--- config.mk ---
export PLATFORM = sky130hd
export DESIGN_NAME = crc16_frame_receiver_top_flat
export DESIGN_NICKNAME = d
export VERILOG_FILES = /design/src/design/crcfr_pkg.sv /design/src/design/crcfr_if.sv /design/src/design/crcfr_front.sv /design/src/design/crcfr_queue.sv /design/src/design/crcfr_back.sv /design/src/design/crc16_frame_receiver_top.sv /design/src/flat_wrapper.sv
export SDC_FILE = /design/constraint.sdc
export NUM_CORES = 1
export LEC_CHECK = 0
export BUFFER_PORTS_ARGS = -buffer_cell sky130_fd_sc_hd__buf_2
export CAP_MARGIN = 15
export CORE_MARGIN = 4
export CORE_UTILIZATION = 45
export CTS_BUF_LIST = sky130_fd_sc_hd__clkbuf_8 sky130_fd_sc_hd__clkbuf_16
export DETAILED_ROUTE_END_ITERATION = 7
export GPL_ROUTABILITY_DRIVEN = 0
export PLACE_DENSITY = 0.6
export SLEW_MARGIN = 0
export SYNTH_ARGS = -nofsm -noshare
export SYNTH_HDL_FRONTEND = slang
export SYNTH_SLANG_ARGS = --single-unit
--- constraint.sdc ---
create_clock -name clk -period 8.6 [get_ports clk]
set_clock_uncertainty 0.1 [all_clocks]
set_input_delay 1.72 -clock clk [delete_from_list [all_inputs] [get_ports clk]]
set_output_delay 1.72 -clock clk [all_outputs]
set_load 0.03 [all_outputs]
--- src/design/crcfr_pkg.sv ---
`timescale 1ns / 1ps
`default_nettype none
// ---------------------------------------------------------------------------
// crcfr_pkg
// Shared types, constants and the CRC-16/CCITT byte update for the frame
// receiver.
// ---------------------------------------------------------------------------
package crcfr_pkg;

  // CRC-16/CCITT-FALSE: poly 0x1021, init 0xFFFF, no reflection, no final xor
  localparam logic [15:0] CRC_INIT = 16'hFFFF;
  localparam logic [15:0] CRC_POLY = 16'h1021;

  // Configuration register indexes
  localparam int          CFG_IDX_W        = 1;
  localparam logic [CFG_IDX_W-1:0] REG_START_BYTE  = 1'b0;
  localparam logic [CFG_IDX_W-1:0] REG_MAX_PAYLOAD = 1'b1;
  localparam int          CFG_DATA_W       = 16;

  // Register reset values
  localparam logic [7:0]  START_BYTE_RST  = 8'hAA;
  localparam logic [15:0] MAX_PAYLOAD_RST = 16'd256;

  // Frame status codes
  localparam logic [1:0] STAT_NONE     = 2'd0;
  localparam logic [1:0] STAT_GOOD     = 2'd1;
  localparam logic [1:0] STAT_CRC_BAD  = 2'd2;
  localparam logic [1:0] STAT_OVERSIZE = 2'd3;

  // Depth of the queue between front and back
  localparam int QDEPTH = 2;

  // One classified byte in the queue
  typedef struct packed {
    logic [7:0] data;
    logic       is_start;
  } q_item_t;

  // One result item
  typedef struct packed {
    logic [7:0]  payload_byte;
    logic        payload_valid;
    logic        frame_end;
    logic [1:0]  status;
    logic [7:0]  frame_type;
    logic [15:0] frame_length;
  } result_t;

  // One byte through the CRC, MSB first, eight unrolled shift steps
  function automatic logic [15:0] crc_step(input logic [15:0] crc_in,
                                           input logic [7:0]  data);
    logic [15:0] c;
    c = crc_in ^ {data, 8'h00};
    for (int i = 0; i < 8; i++) begin
      if (c[15]) begin
        c = {c[14:0], 1'b0} ^ CRC_POLY;
      end else begin
        c = {c[14:0], 1'b0};
      end
    end
    return c;
  endfunction

endpackage
`default_nettype wire

--- src/design/crcfr_if.sv ---
`timescale 1ns / 1ps
`default_nettype none
// ---------------------------------------------------------------------------
// crcfr_rx_if / crcfr_res_if
// Valid/ready channels for received bytes and for result items.
// ---------------------------------------------------------------------------
interface crcfr_rx_if;
  logic       valid;
  logic       ready;
  logic [7:0] rx_byte;

  modport source (output valid, output rx_byte, input ready);
  modport sink   (input valid, input rx_byte, output ready);
endinterface

interface crcfr_res_if;
  logic        valid;
  logic        ready;
  logic [7:0]  payload_byte;
  logic        payload_valid;
  logic        frame_end;
  logic [1:0]  status;
  logic [7:0]  frame_type;
  logic [15:0] frame_length;

  modport source (output valid, output payload_byte, output payload_valid,
                  output frame_end, output status, output frame_type,
                  output frame_length, input ready);
  modport sink   (input valid, input payload_byte, input payload_valid,
                  input frame_end, input status, input frame_type,
                  input frame_length, output ready);
endinterface
`default_nettype wire

--- src/design/crcfr_front.sv ---
`timescale 1ns / 1ps
`default_nettype none
// ---------------------------------------------------------------------------
// crcfr_front
// Holds the configuration registers, accepts received bytes and tags each
// one with a start-byte match before it enters the queue.
// ---------------------------------------------------------------------------
module crcfr_front (
  input  wire logic                             clk,
  input  wire logic                             rst,
  input  wire logic                             cfg_we,
  input  wire logic [crcfr_pkg::CFG_IDX_W-1:0]  cfg_index,
  input  wire logic [crcfr_pkg::CFG_DATA_W-1:0] cfg_data,
  crcfr_rx_if.sink                              rx,
  input  wire logic                             q_full,
  output logic                                  q_push,
  output crcfr_pkg::q_item_t                    q_item,
  output logic [15:0]                           max_payload
);
  import crcfr_pkg::*;

  logic [7:0] start_byte;

  // Configuration registers
  always_ff @(posedge clk) begin
    if (rst) begin
      start_byte  <= START_BYTE_RST;
      max_payload <= MAX_PAYLOAD_RST;
    end else if (cfg_we) begin
      unique case (cfg_index)
        REG_START_BYTE:  start_byte  <= cfg_data[7:0];
        REG_MAX_PAYLOAD: max_payload <= cfg_data[15:0];
        default: ;
      endcase
    end
  end

  // Accept while the queue has room; classify the byte on the way in
  assign rx.ready        = ~q_full;
  assign q_push          = rx.valid & ~q_full;
  assign q_item.data     = rx.rx_byte;
  assign q_item.is_start = (rx.rx_byte == start_byte);

endmodule
`default_nettype wire

--- src/design/crcfr_queue.sv ---
`timescale 1ns / 1ps
`default_nettype none
// ---------------------------------------------------------------------------
// crcfr_queue
// Short FIFO of classified bytes between the front and the parser.
// ---------------------------------------------------------------------------
module crcfr_queue (
  input  wire logic                clk,
  input  wire logic                rst,
  input  wire logic                push,
  input  wire crcfr_pkg::q_item_t  push_item,
  output logic                     full,
  input  wire logic                pop,
  output logic                     not_empty,
  output crcfr_pkg::q_item_t       pop_item
);
  import crcfr_pkg::*;

  localparam int PTR_W = (QDEPTH > 1) ? $clog2(QDEPTH) : 1;
  localparam int CNT_W = $clog2(QDEPTH + 1);

  q_item_t             entries [QDEPTH];
  logic [PTR_W-1:0]    wr_ptr;
  logic [PTR_W-1:0]    rd_ptr;
  logic [CNT_W-1:0]    count;
  logic                do_push;
  logic                do_pop;

  assign full      = (count == CNT_W'(QDEPTH));
  assign not_empty = (count != '0);
  assign pop_item  = entries[rd_ptr];
  assign do_push   = push & ~full;
  assign do_pop    = pop & not_empty;

  // Storage
  always_ff @(posedge clk) begin
    if (do_push) begin
      entries[wr_ptr] <= push_item;
    end
  end

  // Pointers and fill count
  always_ff @(posedge clk) begin
    if (rst) begin
      wr_ptr <= '0;
      rd_ptr <= '0;
      count  <= '0;
    end else begin
      if (do_push) begin
        wr_ptr <= (wr_ptr == PTR_W'(QDEPTH - 1)) ? '0 : wr_ptr + 1'b1;
      end
      if (do_pop) begin
        rd_ptr <= (rd_ptr == PTR_W'(QDEPTH - 1)) ? '0 : rd_ptr + 1'b1;
      end
      if (do_push && !do_pop) begin
        count <= count + 1'b1;
      end else if (do_pop && !do_push) begin
        count <= count - 1'b1;
      end
    end
  end

endmodule
`default_nettype wire

--- src/design/crcfr_back.sv ---
`timescale 1ns / 1ps
`default_nettype none
// ---------------------------------------------------------------------------
// crcfr_back
// Frame parser: header, payload and CRC fields, running CRC, verdict and the
// registered result stage.
// ---------------------------------------------------------------------------
module crcfr_back (
  input  wire logic               clk,
  input  wire logic               rst,
  input  wire logic               q_valid,
  input  wire crcfr_pkg::q_item_t q_item,
  output logic                    q_pop,
  input  wire logic [15:0]        max_payload,
  crcfr_res_if.source             res
);
  import crcfr_pkg::*;

  typedef enum logic [2:0] {
    ST_HUNT    = 3'd0,
    ST_TYPE    = 3'd1,
    ST_LEN_LO  = 3'd2,
    ST_LEN_HI  = 3'd3,
    ST_PAYLOAD = 3'd4,
    ST_CRC_LO  = 3'd5,
    ST_CRC_HI  = 3'd6
  } state_t;

  state_t      state, state_next;
  logic [7:0]  type_reg, type_next;
  logic [15:0] length_reg, length_next;
  logic [15:0] byte_count, byte_count_next;
  logic [7:0]  crc_low_byte, crc_low_next;
  logic [15:0] running_crc, crc_next;
  logic [15:0] crc_upd;
  logic [15:0] count_inc;
  logic [15:0] len_full;
  logic        clear_after;
  logic        res_valid;
  result_t     res_q;
  result_t     res_next;

  // Take a byte whenever the result stage is free or draining
  assign q_pop = q_valid & (~res_valid | res.ready);

  assign crc_upd   = crc_step(running_crc, q_item.data);
  assign count_inc = byte_count + 16'd1;
  assign len_full  = {q_item.data, length_reg[7:0]};

  // Parser next state and result
  always_comb begin
    state_next      = state;
    type_next       = type_reg;
    length_next     = length_reg;
    byte_count_next = byte_count;
    crc_low_next    = crc_low_byte;
    crc_next        = running_crc;
    clear_after     = 1'b0;
    res_next        = '0;

    unique case (state)
      ST_HUNT: begin
        if (q_item.is_start) begin
          crc_next   = CRC_INIT;
          state_next = ST_TYPE;
        end
      end
      ST_TYPE: begin
        type_next  = q_item.data;
        crc_next   = crc_upd;
        state_next = ST_LEN_LO;
      end
      ST_LEN_LO: begin
        length_next = {8'h00, q_item.data};
        crc_next    = crc_upd;
        state_next  = ST_LEN_HI;
      end
      ST_LEN_HI: begin
        length_next = len_full;
        crc_next    = crc_upd;
        if (len_full == 16'd0) begin
          state_next = ST_CRC_LO;
        end else if (len_full > max_payload) begin
          res_next.frame_end = 1'b1;
          res_next.status    = STAT_OVERSIZE;
          clear_after        = 1'b1;
        end else begin
          byte_count_next = 16'd0;
          state_next      = ST_PAYLOAD;
        end
      end
      ST_PAYLOAD: begin
        res_next.payload_byte  = q_item.data;
        res_next.payload_valid = 1'b1;
        crc_next               = crc_upd;
        byte_count_next        = count_inc;
        if (count_inc >= length_reg) begin
          state_next = ST_CRC_LO;
        end
      end
      ST_CRC_LO: begin
        crc_low_next = q_item.data;
        state_next   = ST_CRC_HI;
      end
      ST_CRC_HI: begin
        res_next.frame_end = 1'b1;
        res_next.status    = ({q_item.data, crc_low_byte} == running_crc) ?
                             STAT_GOOD : STAT_CRC_BAD;
        clear_after        = 1'b1;
      end
      default: begin
        // unreachable code: drop the byte and start over
        state_next      = ST_HUNT;
        type_next       = '0;
        length_next     = '0;
        byte_count_next = '0;
        crc_low_next    = '0;
        crc_next        = CRC_INIT;
      end
    endcase

    // Result shows type and length before any end-of-frame clear
    res_next.frame_type   = type_next;
    res_next.frame_length = length_next;

    if (clear_after) begin
      state_next      = ST_HUNT;
      type_next       = '0;
      length_next     = '0;
      byte_count_next = '0;
      crc_low_next    = '0;
      crc_next        = CRC_INIT;
    end
  end

  // Parser state and result register
  always_ff @(posedge clk) begin
    if (rst) begin
      state        <= ST_HUNT;
      type_reg     <= '0;
      length_reg   <= '0;
      byte_count   <= '0;
      crc_low_byte <= '0;
      running_crc  <= CRC_INIT;
      res_valid    <= 1'b0;
    end else if (q_pop) begin
      state        <= state_next;
      type_reg     <= type_next;
      length_reg   <= length_next;
      byte_count   <= byte_count_next;
      crc_low_byte <= crc_low_next;
      running_crc  <= crc_next;
      res_q        <= res_next;
      res_valid    <= 1'b1;
    end else if (res.ready) begin
      res_valid    <= 1'b0;
    end
  end

  assign res.valid         = res_valid;
  assign res.payload_byte  = res_q.payload_byte;
  assign res.payload_valid = res_q.payload_valid;
  assign res.frame_end     = res_q.frame_end;
  assign res.status        = res_q.status;
  assign res.frame_type    = res_q.frame_type;
  assign res.frame_length  = res_q.frame_length;

endmodule
`default_nettype wire

--- src/design/crc16_frame_receiver_top.sv ---
`timescale 1ns / 1ps
`default_nettype none
// ---------------------------------------------------------------------------
// crc16_frame_receiver_top
// Byte-serial deframer: start byte, type, 16-bit LE length, payload and a
// 16-bit LE CRC-16/CCITT over type, length and payload.
//
// Channels: rx takes one received byte per request; res returns exactly one
// result per byte (payload byte when one, frame end and status on the last
// CRC byte or on an oversize length, current frame type and length).
// Configuration: cfg_we with cfg_index 0 writes start_byte, index 1 writes
// max_payload; write only while no bytes are in flight.
// Path: an accepted byte is written into the queue, popped by the parser and
// captured in the result register (one queue stage, one result register).
// Throughput: one byte per cycle while res is taken; the CRC update is one unrolled byte step
// in the parser, so the next byte can follow directly.
// Reset: parser back to hunting for the start byte, CRC to 0xFFFF, the queue
// empties, start_byte returns to 0xAA and max_payload to 256.
// Stall: when res is not taken, the result register holds and the two-entry
// queue keeps accepting bytes until it fills; then rx.ready drops.
// ---------------------------------------------------------------------------
module crc16_frame_receiver_top (
  input  wire logic                             clk,
  input  wire logic                             rst,
  input  wire logic                             cfg_we,
  input  wire logic [crcfr_pkg::CFG_IDX_W-1:0]  cfg_index,
  input  wire logic [crcfr_pkg::CFG_DATA_W-1:0] cfg_data,
  crcfr_rx_if.sink                              rx,
  crcfr_res_if.source                           res
);
  import crcfr_pkg::*;

  logic        q_full;
  logic        q_push;
  q_item_t     q_in_item;
  logic        q_pop;
  logic        q_not_empty;
  q_item_t     q_out_item;
  logic [15:0] max_payload;

  crcfr_front u_front (
    .clk         (clk),
    .rst         (rst),
    .cfg_we      (cfg_we),
    .cfg_index   (cfg_index),
    .cfg_data    (cfg_data),
    .rx          (rx),
    .q_full      (q_full),
    .q_push      (q_push),
    .q_item      (q_in_item),
    .max_payload (max_payload)
  );

  crcfr_queue u_queue (
    .clk       (clk),
    .rst       (rst),
    .push      (q_push),
    .push_item (q_in_item),
    .full      (q_full),
    .pop       (q_pop),
    .not_empty (q_not_empty),
    .pop_item  (q_out_item)
  );

  crcfr_back u_back (
    .clk         (clk),
    .rst         (rst),
    .q_valid     (q_not_empty),
    .q_item      (q_out_item),
    .q_pop       (q_pop),
    .max_payload (max_payload),
    .res         (res)
  );

endmodule
`default_nettype wire
--- src/flat_wrapper.sv ---
// flat-port wrapper written by rule: the top's interface ports become plain ports
module crc16_frame_receiver_top_flat import crcfr_pkg::*;
  (clk, rst, cfg_we, cfg_index, cfg_data, rx_valid, rx_rx_byte, rx_ready, res_valid, res_payload_byte, res_payload_valid, res_frame_end, res_status, res_frame_type, res_frame_length, res_ready);
  crcfr_rx_if rx_i ();
  crcfr_res_if res_i ();
  input  wire logic clk;
  input  wire logic rst;
  input  wire logic cfg_we;
  input  wire logic [crcfr_pkg::CFG_IDX_W-1:0] cfg_index;
  input  wire logic [crcfr_pkg::CFG_DATA_W-1:0] cfg_data;
  input wire logic [$bits(rx_i.valid)-1:0] rx_valid;
  input wire logic [$bits(rx_i.rx_byte)-1:0] rx_rx_byte;
  output wire logic [$bits(rx_i.ready)-1:0] rx_ready;
  output wire logic [$bits(res_i.valid)-1:0] res_valid;
  output wire logic [$bits(res_i.payload_byte)-1:0] res_payload_byte;
  output wire logic [$bits(res_i.payload_valid)-1:0] res_payload_valid;
  output wire logic [$bits(res_i.frame_end)-1:0] res_frame_end;
  output wire logic [$bits(res_i.status)-1:0] res_status;
  output wire logic [$bits(res_i.frame_type)-1:0] res_frame_type;
  output wire logic [$bits(res_i.frame_length)-1:0] res_frame_length;
  input wire logic [$bits(res_i.ready)-1:0] res_ready;
  assign rx_i.valid = rx_valid;
  assign rx_i.rx_byte = rx_rx_byte;
  assign rx_ready = rx_i.ready;
  assign res_valid = res_i.valid;
  assign res_payload_byte = res_i.payload_byte;
  assign res_payload_valid = res_i.payload_valid;
  assign res_frame_end = res_i.frame_end;
  assign res_status = res_i.status;
  assign res_frame_type = res_i.frame_type;
  assign res_frame_length = res_i.frame_length;
  assign res_i.ready = res_ready;
  crc16_frame_receiver_top u_core (.clk(clk), .rst(rst), .cfg_we(cfg_we), .cfg_index(cfg_index), .cfg_data(cfg_data), .rx(rx_i), .res(res_i));
endmodule
==> reports/metrics.cfg, run 1 <==
[synthesis]
synthesis.area_um2 = 7209
ys_top_cells_by_area = dfxtp_1 (27%), edfxtp_1 (22%), ha_1 (5.9%)
yosysTopAreaCellShare = 0.2694
ys_types = 60
ys_ff_latch = 151
synth-async-reset-ratio = 0
synthesis.nets = 796
syn_inst = 732
avgSynthCellArea_um2 = 9.849
ys.flop_type = dfxtp_1
seq_area_frac_synth = 0.4943
yosys.area.top_type = dfxtp_1
synth_edf_count = 54
yosysWarnings = 0

[cts]
cts.clk_slew.worst_paths_ps = 60
clockRootBuffer = clkbuf_16
cts_tree = done
clockBufferDepth = 2
cts_buffers = 17
holdBufCountCts = 0
cts-resized-gates = 0
cts.sink_count = 151
h-tree-depth = 4
clk_latency_ps = 430
postCtsSetupBuffers = 0

[route]
viasPerCell = 5.504
num_vias = 5636
wl_mm = 17.43
drtIter0Drc = 359
antenna_left = 0
route.detailed.drc = 0
first_pass_iters = 5
wire_per_inst_um = 17.02

[grt]
grt_overflow_total = 0
grt_pass1_wl_mm = 28.41
antenna_found_initial = 0
grtUsageTotal = 0.1979
grt_max_degree = 47
grt_pass1_vias = 5529

[place]
post-place-ws_ps = 3921
hpwl_mm = 12.68
io_buffers = 67

[finish]
regMostFlops = u_core.u_queue.entries
final_nets = 859
final_common_cell = dfxtp_1
largest_reg_flops = 18
diodes = 0
final_util = 0.5329
final_cell_mix = dfxtp_1 (97), nand2_1 (95), buf_2 (67)
syn2layout_area_growth_pct = 16.57
drive_gt1_frac = 0.1423

[critical_path]
cp-start-kind = input port
reg2reg_slack_ps = 4710
endpoint_kind = flip-flop
crit_fanout = 39
critPathKind = input port to flip-flop
cp.required_ps = 8860
critPathArrivalTime_ps = 4510

[die]
rows = 46
coreArea_um2 = 15770
die_height_um = 134.6
initial_core_util = 0.4572
io_pins = 68
die_area_um2 = 18110
die_w_um = 134.6

[sta]
setup_viol = 0
layout_setup_ws_ps = 4351
fmax_mhz = 235.3
hold_slack_ps = 363.6
min_period_ps = 4249
period_share = 0.4941
relSlewSlack = 0.2700
worst_pin_slew_ps = 1091
hold_viol = 0
rsz0062_at_grt = false
finalMaxSlewViolations = 0
finalSetupTns_ps = 0

[run_status]
status = complete, no violations

[run]
maxCapViolCount = 0

[pwr]
peakVddDrop_uv = 149.2
leakage_nw = 3.190
p_per_area_nw_per_um2 = 297.0

[worst_hold_path]
worstHoldPathType = flip-flop to flip-flop

## cells in the mapped netlist, types with 2 or more instances
| master | count |
|---|---|
| a211oi_1 | 5 |
| a21oi_1 | 47 |
| a22o_1 | 25 |
| a22oi_1 | 16 |
| a311oi_1 | 6 |
| a31oi_1 | 2 |
| and2_1 | 3 |
| and3_1 | 6 |
| buf_1 | 2 |
| buf_2 | 3 |
| buf_6 | 5 |
| clkbuf_1 | 22 |
| dfxtp_1 | 97 |
| edfxtp_1 | 54 |
| ha_1 | 34 |
| inv_1 | 55 |
| mux2i_1 | 9 |
| nand2_1 | 95 |
| nand2b_1 | 4 |
| nand3_1 | 12 |
| nand4_1 | 15 |
| nor2_1 | 43 |
| nor2b_1 | 2 |
| nor3_1 | 5 |
| nor4_1 | 4 |
| o211ai_1 | 4 |
| o21a_1 | 3 |
| o21ai_0 | 39 |
| o21ai_1 | 3 |
| o22a_1 | 16 |
| o22ai_2 | 2 |
| o2bb2ai_1 | 8 |
| o41ai_1 | 3 |
| or3_1 | 2 |
| xnor2_1 | 44 |
| xor2_1 | 13 |
## area by class of cell
class                           count  area (um2)
Clock buffer                       17       425.4
Fill cell                        1474        7366
Clock inverter                     15       250.2
Timing Repair Buffer               77       410.4
Tap cell                          216       270.3
Sequential cell                   151        3563
Inverter                           55       206.4
Multi-Input combinational cell    493        3278
## worst paths after layout
kind / endpoint / startpoint / cells past startpoint
max: u_core.u_back.length_reg[9] / res_ready / 7
min: u_core.u_front.max_payload[13] / u_core.u_front.max_payload[13] / 2
max reg2reg: u_core.u_back.length_reg[9] / flip-flop / 9
min reg2reg: u_core.u_front.max_payload[13] / u_core.u_front.max_payload[13] / 2
## per-stage QoR
step	cells	area, um2	power (mW)
2_1_floorplan	732	7209	1.457
3_3_place_gp	991	7721	1.632
3_5_place_dp	991	7721	1.654
4_1_cts	1023	8397	2.501
5_1_grt	1024	8404	2.614
6_report	1024	8404	2.496
## worst max-delay path, cell delays in order
cell and delay [ps]:
buf_2 80, nand2b_1 130, o21a_1 370, inv_1 240
nor2_4 800, and3b_1 900, a22o_1 250
## power breakdown
group	internal (mW)	switching [mW]
Sequential	0.853	0.0773
Clock	0.547	0.304
Combinational	0.250	0.464
## per-layer routing
metal  vias to the layer above  part of all wire  global-route usage
li1                       2749                 -                   -
met1                      2698              0.47              0.2713
met2                       156              0.47              0.3226
met3                        33             0.045             0.03167
met4                         0             0.019             0.06448
met5                         -                 0                   0
## cell families (layout without fill, tap and decap cells)
group,Yosys count,after routing,share of synthesized area
AND/OR/NAND/NOR,200,200,0.1250
AO/OA/AOI/OAI,192,192,0.1857
flip-flops,151,151,0.4943
buffers and inverters,88,164,0.05207
XOR/XNOR,58,58,0.07150
adder cells (fa/ha/maj),34,34,0.05901
multiplexers,9,9,0.01250
No activity file was read; power rests on OpenSTA's default activity.
==> run 2, diff against run 1 <==
--- a/config.mk
+++ b/config.mk
@@ -5,6 +5,7 @@
 export SDC_FILE = /design/constraint.sdc
 export NUM_CORES = 1
 export LEC_CHECK = 0
+export ABC_AREA = 1
 export BUFFER_PORTS_ARGS = -buffer_cell sky130_fd_sc_hd__buf_2
 export CAP_MARGIN = 15
 export CORE_MARGIN = 4
@@ -12,7 +13,7 @@
 export CTS_BUF_LIST = sky130_fd_sc_hd__clkbuf_8 sky130_fd_sc_hd__clkbuf_16
 export DETAILED_ROUTE_END_ITERATION = 7
 export GPL_ROUTABILITY_DRIVEN = 0
-export PLACE_DENSITY = 0.6
+export PLACE_DENSITY = 0.63
 export SLEW_MARGIN = 0
 export SYNTH_ARGS = -nofsm -noshare
 export SYNTH_HDL_FRONTEND = slang
==> constraint.sdc (replaced) <==
create_clock -name clk -period 3.5 [get_ports clk]
set_clock_uncertainty 0.1 [all_clocks]
set_input_delay 0.7 -clock clk [delete_from_list [all_inputs] [get_ports clk]]
set_output_delay 0.7 -clock clk [all_outputs]
set_load 0.03 [all_outputs]
==> run 2 against run 1 <==
Effect of this change:
- sequential power increased to 2.6 times the previous value
- final cell count is 21% higher
- setup slack worse by 3700 ps
- register-to-register slack worse by 4100 ps
- utilization shrank 0.55 points
- via count up 11%
- total power increased to 2.8 times the previous value
- combinational power grew to 3.8 times the previous value
- design area is 4.1% higher
- synthesized cell count rose by 28%
- sequential share of layout area down 1.7 points
- critical path type is now flip-flop to flip-flop
- largest cell class unchanged
==> reports/metrics.cfg, run 2 <==
[route]
first_pass_iters = 7  ; +2
wire_per_inst_um = 14.68  ; -14%
viasPerCell = 5.040  ; -8.4%
wl_mm = 18.17  ; +4.2%
antenna_left = 0  ; unchanged
drtIter0Drc = 522  ; +45%
route.detailed.drc = 0  ; unchanged
num_vias = 6234  ; +11%

[finish]
final_nets = 1068  ; +24%
largest_reg_flops = 18  ; unchanged
stdcell_area_um2 = 8747  ; +4.1%
regMostFlops = u_core.u_queue.entries
final_common_cell = nand2_1
stdcell_count = 1237  ; +21%
final_cell_mix = nand2_1 (228), inv_1 (110), dfxtp_1 (97)
diodes = 0  ; unchanged
drive_gt1_frac = 0.1534  ; +0.01107
syn2layout_area_growth_pct = 15.02

[synthesis]
ys_top_cells_by_area = dfxtp_1 (26%), edfxtp_1 (21%), nand2_1 (11%)
synth_edf_count = 54  ; unchanged
ys.flop_type = dfxtp_1
syn_inst = 939  ; +28%
avgSynthCellArea_um2 = 8.099  ; -18%
ys_types = 41  ; -32%
synth-async-reset-ratio = 0  ; unchanged
yosysTopAreaCellShare = 0.2553  ; -0.01400
yosysWarnings = 0  ; unchanged
synthesis.nets = 1003  ; +26%
synthTopCellsByCount = nand2_1 (228), inv_1 (105), dfxtp_1 (97)
ys_ff_latch = 151  ; unchanged
yosys.area.top_type = dfxtp_1
synth_most_common_cell = nand2_1
synthesis.area_um2 = 7605  ; +5.5%
seq_area_frac_synth = 0.4686  ; -0.02570

[cts]
clockBufferDepth = 2  ; unchanged
cts.clk_slew.worst_paths_ps = 60  ; about the same
h-tree-depth = 4  ; unchanged
cts-resized-gates = 0  ; unchanged
cts_tree = done
holdBufCountCts = 0  ; unchanged
cts_buffers = 17  ; unchanged
cts.sink_count = 151  ; unchanged
clk_latency_ps = 420  ; about the same
clockRootBuffer = clkbuf_16
postCtsSetupBuffers = 0  ; unchanged

[die]
rows = 47  ; +2.2%
die_area_um2 = 19040  ; +5.2%
io_pins = 68  ; unchanged
initial_core_util = 0.4586  ; +0.001422
die_height_um = 138  ; +2.5%
die_w_um = 138  ; +2.5%
coreArea_um2 = 16580  ; +5.2%

[critical_path]
crit_fanout = 4  ; -90%
critPathKind = flip-flop to flip-flop
cp_num_buf_inv = 1  ; -1
cp.depth = 16  ; +9
max_stage_delay_ps = 380  ; -520 ps
rr_worst_depth = 16  ; +7
crit_path_cell_trace = nand3_1, nor2_1, nand4_1, nor3_1, nand4_1, and2_1, ha_1, nand2_1, inv_1, nor2_1, o21ai_0, a21oi_1, nand4_1, nand2_1, nand2_1, a21oi_1
cpLargestDelayFamily = simple AND/OR/NAND/NOR gates
cp_slowest_cell = dfxtp_1
cp.required_ps = 3740  ; -5120 ps
endpoint_kind = flip-flop
critPathArrivalTime_ps = 3130  ; -1380 ps
cp-start-kind = flip-flop

[place]
dpl_cell_area_um2 = 8143  ; +5.5%
io_buffers = 67  ; unchanged
dp_cells = 1205  ; +22%
hpwl_mm = 13.04  ; +2.9%

[run_status]
status = complete, no violations

[sta]
fmax_mhz = 345.8
hold_slack_ps = 360.9  ; -2.695 ps
relSlewSlack = 0.3528  ; +0.08279
rsz0062_at_grt = false
hold_viol = 0  ; unchanged
worst_pin_slew_ps = 963.4  ; -127.6 ps
setup_viol = 0  ; unchanged
period_share = 0.8262
finalMaxSlewViolations = 0  ; unchanged
finalSetupTns_ps = 0  ; unchanged
min_period_ps = 2892

[grt]
grt_overflow_total = 0  ; unchanged
grtUsageTotal = 0.1941  ; -0.003822
antenna_found_initial = 0  ; unchanged
grt_pass1_vias = 5961  ; +7.8%
grt_max_degree = 53  ; +13%
grt_pass1_wl_mm = 30.12  ; +6.0%

[pwr]
clkPwrFrac = 0.268  ; -0.073
p_sw_frac = 0.4045  ; +0.06575
leakage_nw = 3.700  ; +16%
p_comb_frac = 0.391  ; +0.105
p_int_mw = 4.164  ; +150%
power_switching_mw = 2.829  ; +230%
p_per_area_nw_per_um2 = 799.5  ; +170%
pwr-share-seq = 0.341  ; -0.032
peakVddDrop_uv = 398.6  ; +170%

[worst_hold_path]
hold_depth = 2  ; unchanged
worstHoldPathType = flip-flop to flip-flop

[run]
maxCapViolCount = 0  ; unchanged

-- run 2: cells by family after synthesis --
logic type,after synthesis,share of synthesized area
AOI/OAI and AO/OA,160,0.1145
xor gates and xnor gates,40,0.04705
DFF,151,0.4686
adders and majority gates,34,0.05594
and+or+nand+nor,412,0.2386
buffers and inverters,142,0.07535
-- run 2: final timing paths --
path | startpoint | endpoint | slack (ps)
setup / recovery | u_core.u_back.byte_count[0] | u_core.u_back.state[1] | 610
hold / removal | u_core.u_front.max_payload[1] | u_core.u_front.max_payload[1] | 360
setup reg to reg | u_core.u_back.byte_count[0] | u_core.u_back.state[1] | 610
hold reg to reg | u_core.u_front.max_payload[1] | u_core.u_front.max_payload[1] | 360
-- run 2: per-layer routing --
metal | wire length [um] | track usage
met1 | 8555 | 0.2574
met2 | 8538 | 0.3219
met3 | 734 | 0.03729
met4 | 336 | 0.06240
met5 | 0 | 0
-- run 2: stage by stage --
| stage | setup slack, ps | util | power, mW |
|---|---|---|---|
| finish | 608.3 | 0.5275 | 6.993 |
| global route | 247.2 | 0.5275 | 7.462 |
| CTS | 612.7 | 0.5275 | 7.016 |
| detailed placement | 650.1 | 0.4910 | 5.129 |
| global placement | 738.4 | 0.4910 | 5.109 |
| floorplan | 177.0 | - | 4.461 |
-- run 2: worst reg2reg max path: stages (launching register included) --
cell     delay, ps
dfxtp_1        380
nand3_1        160
nor2_1         130
nand4_1        210
nor3_1         310
nand4_1        160
and2_1         200
ha_1           280
nand2_1         70
inv_1           30
nor2_1          70
o21ai_0         80
a21oi_1        150
nand4_1        160
nand2_1        150
nand2_1         70
a21oi_1        120
-- run 2: final cells by class --
class                   instances  area [um2]
fillers                      1588        7836
flip-flops and latches        151        3563
multi-input cells             646        3476
clock buffers                  19       464.2
inverters                     112       425.4
repair buffers                 76       402.9
well taps                     220       275.3
clock inverters                13       140.1
-- run 2: power groups by stage --
stage / registers (mW) / clock network [mW] / logic [mW]
2_1_floorplan: 2.56 / 0 / 1.90
4_1_cts: 2.39 / 1.90 / 2.72
5_1_grt: 2.43 / 1.98 / 3.05
3_3_place_gp: 2.42 / 0 / 2.69
3_5_place_dp: 2.42 / 0 / 2.70
6_report: 2.39 / 1.87 / 2.73
